--- src/hw/rtl/arlm_pkg.sv ---
`timescale 1ns / 1ps
// ----------------------------------------------------------------------------
// arlm_pkg
// Shared constants, widths and types of the audio RMS level meter.
// ----------------------------------------------------------------------------
package arlm_pkg;

  // Frames accumulated per buffer at most
  localparam int unsigned MAX_FRAMES = 1024;

  // Frame position, square count and square sum widths
  localparam int unsigned POS_W   = $clog2(MAX_FRAMES + 1);
  localparam int unsigned CNT_W   = $clog2(2 * MAX_FRAMES + 1);
  localparam int unsigned SQ_W    = 33;
  localparam int unsigned SUM_W   = SQ_W + $clog2(MAX_FRAMES);
  localparam int unsigned DIV_CW  = $clog2(SUM_W + 1);

  // Mean of squares never exceeds 2^32; its root fits 17 bits
  localparam int unsigned QUO_W   = 33;
  localparam int unsigned RAD_W   = 34;
  localparam int unsigned ROOT_W  = 17;
  localparam int unsigned SREM_W  = ROOT_W + 2;
  localparam int unsigned SQRT_CW = $clog2(ROOT_W + 1);

  // Smoothing weights in Q0.16 (0.93 and 0.07) and rounding offset
  localparam logic [15:0] SMOOTH_OLD  = 16'd60948;
  localparam logic [15:0] SMOOTH_NEW  = 16'd4588;
  localparam logic [31:0] SMOOTH_HALF = 32'd32768;

  // Channel modes
  localparam logic [1:0] MODE_NONE   = 2'd0;
  localparam logic [1:0] MODE_MONO   = 2'd1;
  localparam logic [1:0] MODE_STEREO = 2'd2;

  // Register map
  localparam int unsigned ADDR_W           = 3;
  localparam logic        REG_CHANNEL_MODE = 1'b0;

  // Frame control travelling with the lane squares
  typedef struct packed {
    logic       valid;
    logic       last;
    logic [1:0] mode;
    logic [1:0] cnt_inc;
  } arlm_frm_t;

  // Buffer close request toward the back stage
  typedef struct packed {
    logic valid;
    logic active;
  } arlm_close_t;

endpackage

--- src/hw/rtl/audio_rms_level_meter.sv ---
`timescale 1ns / 1ps
// ----------------------------------------------------------------------------
// audio_rms_level_meter
// Buffer RMS level meter with exponential smoothing. Two squaring lanes
// work on the left and right samples, a merge stage accumulates, and a back
// stage derives RMS, smoothed level and buffer count per buffer.
//
//   Channel   Direction  Contents
//   s_axis    in         tdata: left_sample, right_sample; tlast: last_frame
//   m_axis    out        tdata: rms_level, smoothed_level, buffers_seen
//   APB       in/out     register 0 at byte 0: channel_mode
//
// Frames within a buffer are taken one per cycle. After the last frame the
// input stalls until the back stage is idle again, while the
// one-bit-per-cycle divider and the bit-pair square root run.
// The result waits in an output register; a stalled output also holds the back
// stage after the next buffer close, and the input with it, not the frames before.
// Reset clears all accumulators, the smoothed level and the buffer counter.
// ----------------------------------------------------------------------------
module audio_rms_level_meter
  import arlm_pkg::*;
(
  input  logic              clk_i,
  input  logic              rst_ni,
  // frame request stream
  input  logic              s_axis_tvalid,
  output logic              s_axis_tready,
  input  logic [31:0]       s_axis_tdata,   // [15:0] left_sample, [31:16] right_sample
  input  logic              s_axis_tlast,   // last_frame
  // result stream
  output logic              m_axis_tvalid,
  input  logic              m_axis_tready,
  output logic [63:0]       m_axis_tdata,   // [15:0] rms_level, [31:16] smoothed_level,
                                            // [63:32] buffers_seen
  // configuration
  input  logic              psel,
  input  logic              penable,
  input  logic              pwrite,
  input  logic [ADDR_W-1:0] paddr,
  input  logic [31:0]       pwdata,
  output logic [31:0]       prdata,
  output logic              pready
);

  logic [1:0]       mode_q;
  logic [POS_W-1:0] pos_q, pos_d;
  arlm_frm_t        frm_q, frm_d;
  logic             accept;
  logic             in_limit;
  logic             en_left, en_right, scale;
  logic [SQ_W-1:0]  sq_l, sq_r;
  arlm_close_t      close;
  logic [SUM_W-1:0] sum;
  logic [CNT_W-1:0] count;
  logic             back_idle;
  logic [15:0]      rms, smooth;
  logic [31:0]      buffers;

  // Configuration register
  assign pready = 1'b1;
  assign prdata = (paddr[2] == REG_CHANNEL_MODE) ? {30'd0, mode_q} : 32'd0;

  always_ff @(posedge clk_i or negedge rst_ni) begin
    if (!rst_ni) begin
      mode_q <= MODE_STEREO;
    end else if (psel && penable && pwrite && pready && paddr[2] == REG_CHANNEL_MODE) begin
      mode_q <= pwdata[1:0];
    end
  end

  // Hold input while a buffer close is in flight
  assign s_axis_tready = back_idle && !(frm_q.valid && frm_q.last);
  assign accept        = s_axis_tvalid && s_axis_tready;

  // Drop frames past the limit; mode three counts as stereo
  always_comb begin
    in_limit = (pos_q < POS_W'(MAX_FRAMES));
    en_left  = in_limit && (mode_q != MODE_NONE);
    en_right = in_limit && mode_q[1];
    scale    = (mode_q == MODE_MONO);

    pos_d = pos_q;
    if (accept) begin
      if (s_axis_tlast) begin
        pos_d = '0;
      end else if (in_limit) begin
        pos_d = pos_q + 1'b1;
      end
    end

    frm_d.valid   = accept;
    frm_d.last    = s_axis_tlast;
    frm_d.mode    = mode_q;
    frm_d.cnt_inc = !in_limit ? 2'd0 : mode_q[1] ? 2'd2
                  : (mode_q == MODE_MONO) ? 2'd1 : 2'd0;
  end

  always_ff @(posedge clk_i or negedge rst_ni) begin
    if (!rst_ni) begin
      pos_q <= '0;
      frm_q <= '0;
    end else begin
      pos_q <= pos_d;
      frm_q <= frm_d;
    end
  end

  // Squaring lanes
  arlm_lane u_lane_left (
    .clk_i    (clk_i),
    .en_i     (accept && en_left),
    .scale_i  (scale),
    .sample_i (s_axis_tdata[15:0]),
    .square_o (sq_l)
  );

  arlm_lane u_lane_right (
    .clk_i    (clk_i),
    .en_i     (accept && en_right),
    .scale_i  (1'b0),
    .sample_i (s_axis_tdata[31:16]),
    .square_o (sq_r)
  );

  // Merge lanes into the buffer totals
  arlm_merge u_merge (
    .clk_i   (clk_i),
    .rst_ni  (rst_ni),
    .frm_i   (frm_q),
    .sq_l_i  (sq_l),
    .sq_r_i  (sq_r),
    .close_o (close),
    .sum_o   (sum),
    .count_o (count)
  );

  // Per-buffer results
  arlm_back u_back (
    .clk_i       (clk_i),
    .rst_ni      (rst_ni),
    .close_i     (close),
    .sum_i       (sum),
    .count_i     (count),
    .idle_o      (back_idle),
    .out_ready_i (m_axis_tready),
    .out_valid_o (m_axis_tvalid),
    .rms_o       (rms),
    .smooth_o    (smooth),
    .buffers_o   (buffers)
  );

  assign m_axis_tdata = {buffers, smooth, rms};

endmodule

--- src/hw/rtl/arlm_lane.sv ---
`timescale 1ns / 1ps
// ----------------------------------------------------------------------------
// arlm_lane
// One squaring lane: registers the square of a Q1.15 sample, times four
// for a mono frame, or zero when the lane is not in use.
// ----------------------------------------------------------------------------
module arlm_lane
  import arlm_pkg::*;
(
  input  logic                   clk_i,
  input  logic                   en_i,
  input  logic                   scale_i,
  input  logic signed [15:0]     sample_i,
  output logic        [SQ_W-1:0] square_o
);

  logic signed [31:0] prod;
  logic [SQ_W-1:0]    square_d;
  logic [SQ_W-1:0]    square_q;

  // Square the sample and scale for mono
  always_comb begin
    prod = sample_i * sample_i;
    if (!en_i) begin
      square_d = '0;
    end else if (scale_i) begin
      square_d = {prod[30:0], 2'b00};
    end else begin
      square_d = {2'b00, prod[30:0]};
    end
  end

  always_ff @(posedge clk_i) begin
    square_q <= square_d;
  end

  assign square_o = square_q;

endmodule

--- src/hw/rtl/arlm_merge.sv ---
`timescale 1ns / 1ps
// ----------------------------------------------------------------------------
// arlm_merge
// Merges the lane squares into the buffer sum and count, and hands the
// closing totals to the back stage on the last frame of a buffer.
// ----------------------------------------------------------------------------
module arlm_merge
  import arlm_pkg::*;
(
  input  logic              clk_i,
  input  logic              rst_ni,
  input  arlm_frm_t         frm_i,
  input  logic [SQ_W-1:0]   sq_l_i,
  input  logic [SQ_W-1:0]   sq_r_i,
  output arlm_close_t       close_o,
  output logic [SUM_W-1:0]  sum_o,
  output logic [CNT_W-1:0]  count_o
);

  logic [SUM_W-1:0] sum_q, sum_d, sum_new;
  logic [CNT_W-1:0] count_q, count_d, count_new;

  // Add both lanes to the running totals
  always_comb begin
    sum_new   = sum_q + SUM_W'(sq_l_i) + SUM_W'(sq_r_i);
    count_new = count_q + CNT_W'(frm_i.cnt_inc);
    sum_d     = sum_q;
    count_d   = count_q;
    if (frm_i.valid) begin
      if (frm_i.last) begin
        sum_d   = '0;
        count_d = '0;
      end else begin
        sum_d   = sum_new;
        count_d = count_new;
      end
    end
  end

  always_ff @(posedge clk_i or negedge rst_ni) begin
    if (!rst_ni) begin
      sum_q   <= '0;
      count_q <= '0;
    end else begin
      sum_q   <= sum_d;
      count_q <= count_d;
    end
  end

  // Close the buffer with the totals that include the last frame
  assign close_o.valid  = frm_i.valid & frm_i.last;
  assign close_o.active = (frm_i.mode != MODE_NONE);
  assign sum_o          = sum_new;
  assign count_o        = count_new;

endmodule

--- src/hw/rtl/arlm_back.sv ---
`timescale 1ns / 1ps
// ----------------------------------------------------------------------------
// arlm_back
// Per-buffer back stage: bit-serial divide of the square sum by the count,
// bit-pair square root, smoothing MAC, buffer counter and result register.
// ----------------------------------------------------------------------------
module arlm_back
  import arlm_pkg::*;
(
  input  logic              clk_i,
  input  logic              rst_ni,
  input  arlm_close_t       close_i,
  input  logic [SUM_W-1:0]  sum_i,
  input  logic [CNT_W-1:0]  count_i,
  output logic              idle_o,
  input  logic              out_ready_i,
  output logic              out_valid_o,
  output logic [15:0]       rms_o,
  output logic [15:0]       smooth_o,
  output logic [31:0]       buffers_o
);

  typedef enum logic [2:0] {
    ST_IDLE,
    ST_DIV,
    ST_SQRT,
    ST_MUL,
    ST_MAC,
    ST_OUT
  } state_e;

  state_e state_q, state_d;

  // Control and registered outputs
  logic        out_valid_q, out_valid_d;
  logic [15:0] out_rms_q, out_rms_d;
  logic [15:0] out_smooth_q, out_smooth_d;
  logic [31:0] out_buf_q, out_buf_d;
  logic [15:0] smooth_q, smooth_d;
  logic [31:0] bufcnt_q, bufcnt_d;

  // Datapath
  logic [CNT_W-1:0]   divisor_q, divisor_d;
  logic [CNT_W-1:0]   rem_q, rem_d;
  logic [SUM_W-1:0]   quo_q, quo_d;
  logic [DIV_CW-1:0]  div_cnt_q, div_cnt_d;
  logic [RAD_W-1:0]   rad_q, rad_d;
  logic [SREM_W-1:0]  srem_q, srem_d;
  logic [ROOT_W-1:0]  root_q, root_d;
  logic [SQRT_CW-1:0] sq_cnt_q, sq_cnt_d;
  logic [15:0]        rms_q, rms_d;
  logic [31:0]        prod_q, prod_d;

  // Step temporaries
  logic [CNT_W:0]     div_trial;
  logic               div_ge;
  logic [CNT_W:0]     div_diff;
  logic [SREM_W+1:0]  sq_trial;
  logic [SREM_W+1:0]  sq_sub;
  logic               sq_ge;
  logic [SREM_W+1:0]  sq_diff;
  logic [32:0]        mac;
  logic               out_free;

  always_comb begin
    // one restoring division step
    div_trial = {rem_q, quo_q[SUM_W-1]};
    div_ge    = (div_trial >= {1'b0, divisor_q});
    div_diff  = div_trial - {1'b0, divisor_q};
    // one square root step over the next bit pair
    sq_trial  = {srem_q, rad_q[RAD_W-1 -: 2]};
    sq_sub    = (SREM_W + 2)'({root_q, 2'b01});
    sq_ge     = (sq_trial >= sq_sub);
    sq_diff   = sq_trial - sq_sub;
    // smoothing accumulate with rounding
    mac       = {1'b0, prod_q} + 33'(32'(SMOOTH_NEW) * 32'(rms_q)) + 33'(SMOOTH_HALF);
    out_free  = !out_valid_q || out_ready_i;

    state_d      = state_q;
    out_valid_d  = out_valid_q && !out_ready_i;
    out_rms_d    = out_rms_q;
    out_smooth_d = out_smooth_q;
    out_buf_d    = out_buf_q;
    smooth_d     = smooth_q;
    bufcnt_d     = bufcnt_q;
    divisor_d    = divisor_q;
    rem_d        = rem_q;
    quo_d        = quo_q;
    div_cnt_d    = div_cnt_q;
    rad_d        = rad_q;
    srem_d       = srem_q;
    root_d       = root_q;
    sq_cnt_d     = sq_cnt_q;
    rms_d        = rms_q;
    prod_d       = prod_q;

    case (state_q)
      ST_IDLE: begin
        if (close_i.valid) begin
          rms_d     = '0;
          divisor_d = count_i;
          quo_d     = sum_i;
          rem_d     = '0;
          div_cnt_d = DIV_CW'(SUM_W - 1);
          if (!close_i.active) begin
            state_d = ST_OUT;
          end else if (count_i == '0) begin
            state_d = ST_MUL;
          end else begin
            state_d = ST_DIV;
          end
        end
      end
      ST_DIV: begin
        quo_d     = {quo_q[SUM_W-2:0], div_ge};
        rem_d     = div_ge ? div_diff[CNT_W-1:0] : div_trial[CNT_W-1:0];
        div_cnt_d = div_cnt_q - 1'b1;
        if (div_cnt_q == '0) begin
          rad_d    = {1'b0, quo_d[QUO_W-1:0]};
          srem_d   = '0;
          root_d   = '0;
          sq_cnt_d = SQRT_CW'(ROOT_W - 1);
          state_d  = ST_SQRT;
        end
      end
      ST_SQRT: begin
        rad_d    = {rad_q[RAD_W-3:0], 2'b00};
        srem_d   = sq_ge ? sq_diff[SREM_W-1:0] : sq_trial[SREM_W-1:0];
        root_d   = {root_q[ROOT_W-2:0], sq_ge};
        sq_cnt_d = sq_cnt_q - 1'b1;
        if (sq_cnt_q == '0) begin
          // saturate a root of exactly one
          rms_d   = root_d[ROOT_W-1] ? 16'hFFFF : root_d[15:0];
          state_d = ST_MUL;
        end
      end
      ST_MUL: begin
        prod_d  = 32'(SMOOTH_OLD) * 32'(smooth_q);
        state_d = ST_MAC;
      end
      ST_MAC: begin
        smooth_d = mac[31:16];
        bufcnt_d = bufcnt_q + 32'd1;
        state_d  = ST_OUT;
      end
      ST_OUT: begin
        // hold until the result register is free
        if (out_free) begin
          out_valid_d  = 1'b1;
          out_rms_d    = rms_q;
          out_smooth_d = smooth_q;
          out_buf_d    = bufcnt_q;
          state_d      = ST_IDLE;
        end
      end
      default: begin
        state_d = ST_IDLE;
      end
    endcase
  end

  // State, smoothing state, counter and result register
  always_ff @(posedge clk_i or negedge rst_ni) begin
    if (!rst_ni) begin
      state_q      <= ST_IDLE;
      out_valid_q  <= 1'b0;
      out_rms_q    <= '0;
      out_smooth_q <= '0;
      out_buf_q    <= '0;
      smooth_q     <= '0;
      bufcnt_q     <= '0;
    end else begin
      state_q      <= state_d;
      out_valid_q  <= out_valid_d;
      out_rms_q    <= out_rms_d;
      out_smooth_q <= out_smooth_d;
      out_buf_q    <= out_buf_d;
      smooth_q     <= smooth_d;
      bufcnt_q     <= bufcnt_d;
    end
  end

  // Datapath registers
  always_ff @(posedge clk_i) begin
    divisor_q <= divisor_d;
    rem_q     <= rem_d;
    quo_q     <= quo_d;
    div_cnt_q <= div_cnt_d;
    rad_q     <= rad_d;
    srem_q    <= srem_d;
    root_q    <= root_d;
    sq_cnt_q  <= sq_cnt_d;
    rms_q     <= rms_d;
    prod_q    <= prod_d;
  end

  assign idle_o      = (state_q == ST_IDLE);
  assign out_valid_o = out_valid_q;
  assign rms_o       = out_rms_q;
  assign smooth_o    = out_smooth_q;
  assign buffers_o   = out_buf_q;

endmodule
--- config.mk ---
export PLATFORM = sky130hd
export DESIGN_NAME = audio_rms_level_meter
export DESIGN_NICKNAME = d
export VERILOG_FILES = /design/src/hw/rtl/arlm_pkg.sv /design/src/hw/rtl/audio_rms_level_meter.sv /design/src/hw/rtl/arlm_lane.sv /design/src/hw/rtl/arlm_merge.sv /design/src/hw/rtl/arlm_back.sv
export SDC_FILE = /design/constraint.sdc
export NUM_CORES = 2
export LEC_CHECK = 0
export ABC_AREA = 1
export BUFFER_PORTS_ARGS = -buffer_cell sky130_fd_sc_hd__buf_2
export CAP_MARGIN = 25
export CORE_AREA = 2 2 277 279
export DETAILED_ROUTE_END_ITERATION = 7
export DIE_AREA = 0 0 279 281
export PLACE_DENSITY = 0.88
export RECOVER_POWER = 25
export SYNTH_ARGS = -nofsm -noshare
export SYNTH_HDL_FRONTEND = slang
export SYNTH_SLANG_ARGS = --single-unit
--- constraint.sdc ---
create_clock -name clk_i -period 15.81 [get_ports clk_i]
set_input_delay 0.7905 -clock clk_i [delete_from_list [all_inputs] [get_ports clk_i]]
set_output_delay 0.7905 -clock clk_i [all_outputs]
set_load 0.05 [all_outputs]
# == After elaboration in Yosys (flattened, before gate mapping) ==
# Index checks and enable logic that the tools add are counted.
# op_classes
n_addsub,11
mul,4
div,0
n_lt_le_gt_ge,3
n_eq_ne,10
shift,0
mux,38
n_bitwise,3
reduce_logical,34
# op_table
operator,count
43-bit by 33-bit adder with 43-bit output,2
43-bit two-way mux,2
43-bit case mux with 2 select lines,1
34-bit case mux with 2 select lines,1
16-bit by 16-bit multiplier with 31-bit output,2
16-bit two-way mux,3
19-bit two-way mux,2
19-bit case mux with 2 select lines,1
12-bit two-way mux,3
34-bit two-way mux,1
17-bit case mux with 2 select lines,1
32-bit by 1-bit adder with 32-bit output (second input constant),1
32-bit by 16-bit adder with 32-bit output (second input constant),1
32-bit by 29-bit adder with 32-bit output,1
16-bit case mux with 2 select lines,1
31-bit two-way mux,1
14-bit by 16-bit multiplier with 30-bit output (first input constant),1
11-bit by 16-bit multiplier with 27-bit output (first input constant),1
12-bit case mux with 2 select lines,1
11-bit two-way mux,2
21-bit by 19-bit >= comparator with 1-bit output,1
19-bit subtractor,1
3-bit case mux with 6 select lines,1
17-bit two-way mux,1
other kinds (34),70
# totals
register_bits,450
latchBits,0
ram_bits,0
romBits,0
in_bits,75
mem_count,0

# == Longest topological paths before layout ==
# depth
word_depth,7
mapped_depth,34

# == Hierarchy ==
# Synthesis repeated with hierarchy kept, for this count alone.
# unflattened
hier_cells,6721
area_unflattened_um2,53084.7
# by_module_without_submodules
mod,instances,cells_each,area_per_inst_um2,seq_area_each_um2
arlm_back,1,2942,24787.5,8728.4
arlm_lane at u_lane_left,1,1385,10645.2,640.6
arlm_lane at u_lane_right,1,1355,10513.8,640.6
arlm_merge,1,896,5995.8,1376.3
audio_rms_level_meter,1,143,1142.3,476.7

# == Least setup slack after synthesis ==
# Ideal clock, no wire load.
# synth_timing
path_type,flip-flop to flip-flop
startpoint,register u_back.state_q[0]
endpoint,"register u_back.rad_q[0], enable pin"
arrival_ps,6310
slack_ps,8888
stages_incl_launch_ff,6
path_cell_list,dfrtp_1 -> inv_1 -> nor2_1 -> nand2_1 -> clkbuf_1 -> o21ai_0
# synth_between
elab_chain_cells,3
elab_cells_between_ends,5
classes_between,eq/ne: 3; reduce/logical: 2
# synth_lines
element,line,source
start: declaration,arlm_back.sv:32,"state_e state_q, state_d;"
start signal: assignment,arlm_back.sv:173,state_q <= state_d;
3-bit by 1-bit equality test with 1-bit output or 3-bit by 2-bit equality test with 1-bit output (tied branches),arlm_back.sv:97,case (state_q)
2-bit by 1-bit != test with 1-bit output (no source line) or 2-bit nonzero test (tied branches),-,
2-bit AND reduction (no source line) *,-,
end signal: assignment,arlm_back.sv:189,rad_q <= rad_d;
end: declaration,arlm_back.sv:47,"logic [RAD_W-1:0] rad_q, rad_d;"
# Mark *: on every way between the ends. The rest lies on a longest branch, timed or not.
# A chain may end at the register's enable or synchronous reset.

# == Worst setup path in the final report ==
# layout_timing
startpoint,register u_back.rms_q[3]
endpoint,register u_back.smooth_q[9]
# layout_between
elab_chain_cells,3
# layout_lines
element,line,source
start: declaration,arlm_back.sv:51,"logic [15:0] rms_q, rms_d;"
start signal: assignment,arlm_back.sv:193,rms_q <= rms_d;
11-bit by 16-bit multiplier with 27-bit output,arlm_back.sv:76,"mac = {1'b0, prod_q} + 33'(32'(SMOOTH_NEW) * 32'(rms_q)) + 33'(SMOOTH_HALF);"
32-bit by 29-bit adder with 32-bit output,arlm_back.sv:76,
32-bit by 16-bit adder with 32-bit output,arlm_back.sv:76,
end signal: assignment,arlm_back.sv:178,smooth_q <= smooth_d;
end: declaration,arlm_back.sv:39,"logic [15:0] smooth_q, smooth_d;"
# Every way passes these cells.

==> flow_summary.yaml <==
layout:
  layout.nets: 7850
  final_common_cell: "nand2_1"
  final_cell_mix: "1678 x nand2_1, 1510 x inv_1, 626 x fa_1"
  final-seq-area_um2: 11820
  final_layout_size_suffix_gt1_share_pct: 3.835
  layout.filler_cells: 5524
  layout-area-overhead-vs-synth_pct: 5.593
  area_of_combinational_cells_with_multiple_inputs_um2: 34250
outcome:
  violations: "capacitance limit, slew limit"
  run_status: "finished, violations left"
timing:
  finalHoldViolations: 0
  grt_setup_unrepaired: "no"
  layout_worst_path_cycle_share_pct: 42.25
  max_slew_vio_count: 327
  max_freq_mhz: 149.7
  finalCriticalPeriod_ps: 6680
  skew_ps: 17.03
  setup_viol_count_final: 0
  setup_total_negative_slack_ps: 0
  slew_headroom_pct: -210.6
  tightest_slew_ps: 4659
placement:
  port_buffers: 110
  gp_congestion: 1.045
  dpl.hpwl_um: 104800
global_routing:
  grt_pass1_wl_um: 214500
  pin_count_of_the_biggest_net_entering_global_routing: 125
  globalRouteTotalUtil_pct: 34.04
  first_global_vias: 44229
  grt.overflow.total: 0
  grt_antenna_before_repair: 1
detailed_routing:
  drt-pass1-iter-count: 8
  wl_per_cell_um: 16.96
  drt_iter0_markers: 3345
  routed_via_density: 5.578
  drt.antenna.violating_nets: 0
  routed-via-count: 42846
  route.detailed.drc: 0
  detail_route.wirelength_um: 130300
worst_setup_path:
  crit_path_frequent_cell: "ha_1"
  path_class: "reg2reg"
  kind_of_end_point_of_the_critical_path: "register"
  cp_slowest_cell: "edfxtp_1"
  cp_data_required_time_ps: 16220
  worst_path_largest_cell_delay_ps: 530
  timing.critical_path.fanout_max: 6
  cp.arrival_ps: 7090
  startpoint_type: "register"
clock_network:
  clock_tree.root_cell: "clkbuf_16"
  cts_resized: 0
  cts-root-to-sink-buffers: 3
  post_cts.repair.setup_buffers: 0
  clkSlewWorstSetupHoldPaths_ps: 60
  cts.sinks: 446
  tritoncts_buffers: 49
  clkLatencyLatePin_ps: 610
  tritoncts: "done"
  postCtsHoldBufs: 0
  htreeDepth: 2
synthesis:
  yosysWarnings: 0
  syn_area_um2: 52400
  synth.avg_cell_area_um2: 7.923
  post_synth_inst_count: 6613
  post_synthesis_register_bit_count: 446
  async_flop_share_pct: 42.60
  netlist-cell-type-count: 56
  seq_area_frac_synth_pct: 22.56
  ys.flop_type: "edfxtp_1"
  synth_edf_count: 194
floorplan:
  effective_utilization_at_floorplan_pct: 69.45
  floorplan.die.width_um: 279
  die_ar_um2: 78400
  floorplan.io_pins: 174
  row_count: 101
  floorplan_die_height_um: 281
  coreArea_um2: 75440
hold_path:
  hold_class: "in2reg"
run:
  max_capacitance_violation_total: 6
worst paths after layout:
| check | startpoint | endpoint | slack [ps] | depth (start not counted) |
|---|---|---|---|---|
| worst max-delay path | u_back.rms_q[3] | u_back.smooth_q[9] | 9130 | 25 |
| worst min-delay path | s_axis_tlast | frm_q[4] | 400 | 1 |
| worst max register to register | u_back.rms_q[3] | u_back.smooth_q[9] | 9130 | 25 |
| worst min register to register | mode_q[0] | frm_q[2] | 440 | 0 |
| max in group asynchronous | rst_ni | u_merge.sum_q[24] | 9510 | 3 |
| min in group asynchronous | rst_ni | u_back.smooth_o[5] | 780 | 1 |
metrics by stage:
step,setup slack (ps),utilization (%),std cells,hold WS (ps),area (um2)
after floorplan,8888,-,6644,396.3,52510
after global placement,9065,71.18,7586,425.7,53700
after detailed placement,8930,71.18,7586,424.4,53700
after CTS,9288,73.42,7678,346.4,55390
after global routing,8422,73.34,7681,400.0,55330
final,9130,73.34,7681,404.8,55330
synthesized netlist by cell type (3+ instances only):
cell type / instances / area, um2
nand2_1: 1677 / 6295
inv_1: 1511 / 5672
fa_1: 626 / 12530
ha_1: 488 / 6106
nor2_1: 478 / 1794
nand3_1: 288 / 1441
a21oi_1: 236 / 1181
o21ai_0: 205 / 1026
edfxtp_1: 194 / 5826
dfrtp_1: 189 / 4730
xor2_1: 107 / 937.2
clkbuf_1: 103 / 386.6
nand4_1: 74 / 462.9
dfxtp_1: 62 / 1241
nor3_1: 52 / 260.3
xnor2_1: 48 / 420.4
buf_4: 36 / 270.3
nand3b_1: 30 / 225.2
o21bai_1: 24 / 180.2
mux2_2: 22 / 247.7
o21a_1: 13 / 97.59
or2_2: 13 / 81.33
buf_1: 12 / 45.04
a21o_1: 11 / 82.58
a22o_1: 11 / 96.34
nor4_1: 11 / 68.82
and2_1: 10 / 62.56
a31oi_1: 8 / 50.05
a21boi_0: 6 / 45.04
o211ai_1: 6 / 45.04
o22ai_1: 6 / 37.54
o31ai_1: 6 / 45.04
buf_2: 5 / 25.02
clkinv_1: 4 / 15.01
nor2_4: 4 / 45.04
nor3b_1: 4 / 30.03
a21oi_2: 3 / 26.28
inv_2: 3 / 11.26
nand2_2: 3 / 18.77
logic make-up (layout without fill, tap and decap cells):
group / count (synthesis) / after routing / share of synthesized area (%)
fa+ha+maj: 1114 / 1114 / 35.57
buf+inv: 1677 / 1735 / 12.32
simple gates: 2657 / 2657 / 20.83
flops: 446 / 446 / 22.56
compound gates: 540 / 540 / 5.645
other cells: 2 / 34 / 0.01433
mux: 22 / 22 / 0.4728
xor+xnor: 155 / 155 / 2.591
cell type report:
type                    instances  area share, %
diodes                          1       0.004523
clock buffers                  64          2.467
clock inverters                28         0.5925
inverters                    1519          10.31
multi-input cells            4521          61.90
flip-flops and latches        446          21.37
well taps                     978          2.212
repair buffers                124          1.144
registers in the layout, indices dropped and copies added (netlist names), 11 cells and up:
signal and count:
u_back.root_q 17, u_back.rad_q 34, u_merge.count_q 12, u_back.divisor_q 12, u_back.srem_q 19, u_back.quo_q 43, u_lane_right.square_o 30, u_back.rms_o 16
u_back.prod_q 30, u_back.rem_q 12, u_back.buffers_o 32, u_lane_left.square_o 32, u_merge.sum_q 43, pos_q 11, u_back.rms_q 16, u_back.smooth_o 16
u_back.smooth_q 16, u_back.bufcnt_q 32
per-layer routing:
layer | global-route usage, % | vias to the layer above | routed length, um
li1 | - | 20253 | -
met1 | 41.92 | 20487 | 50870
met2 | 59.97 | 1679 | 64570
met3 | 4.049 | 427 | 8337
met4 | 16.09 | 0 | 6491
met5 | 0 | - | 0
critical path, delay by kind of cell (launching register included):
family / cells / cell delay, ps
AO/OA/AOI/OAI: 6 / 1310
buffers and inverters: 3 / 150
XOR/XNOR: 1 / 260
AND/OR/NAND/NOR: 7 / 910
adder cells (fa/ha/maj): 8 / 3340
flip-flops: 1 / 530
Power is not shown: default switching activity piles up to over one toggle a cycle in this logic, so the estimate is an artifact.
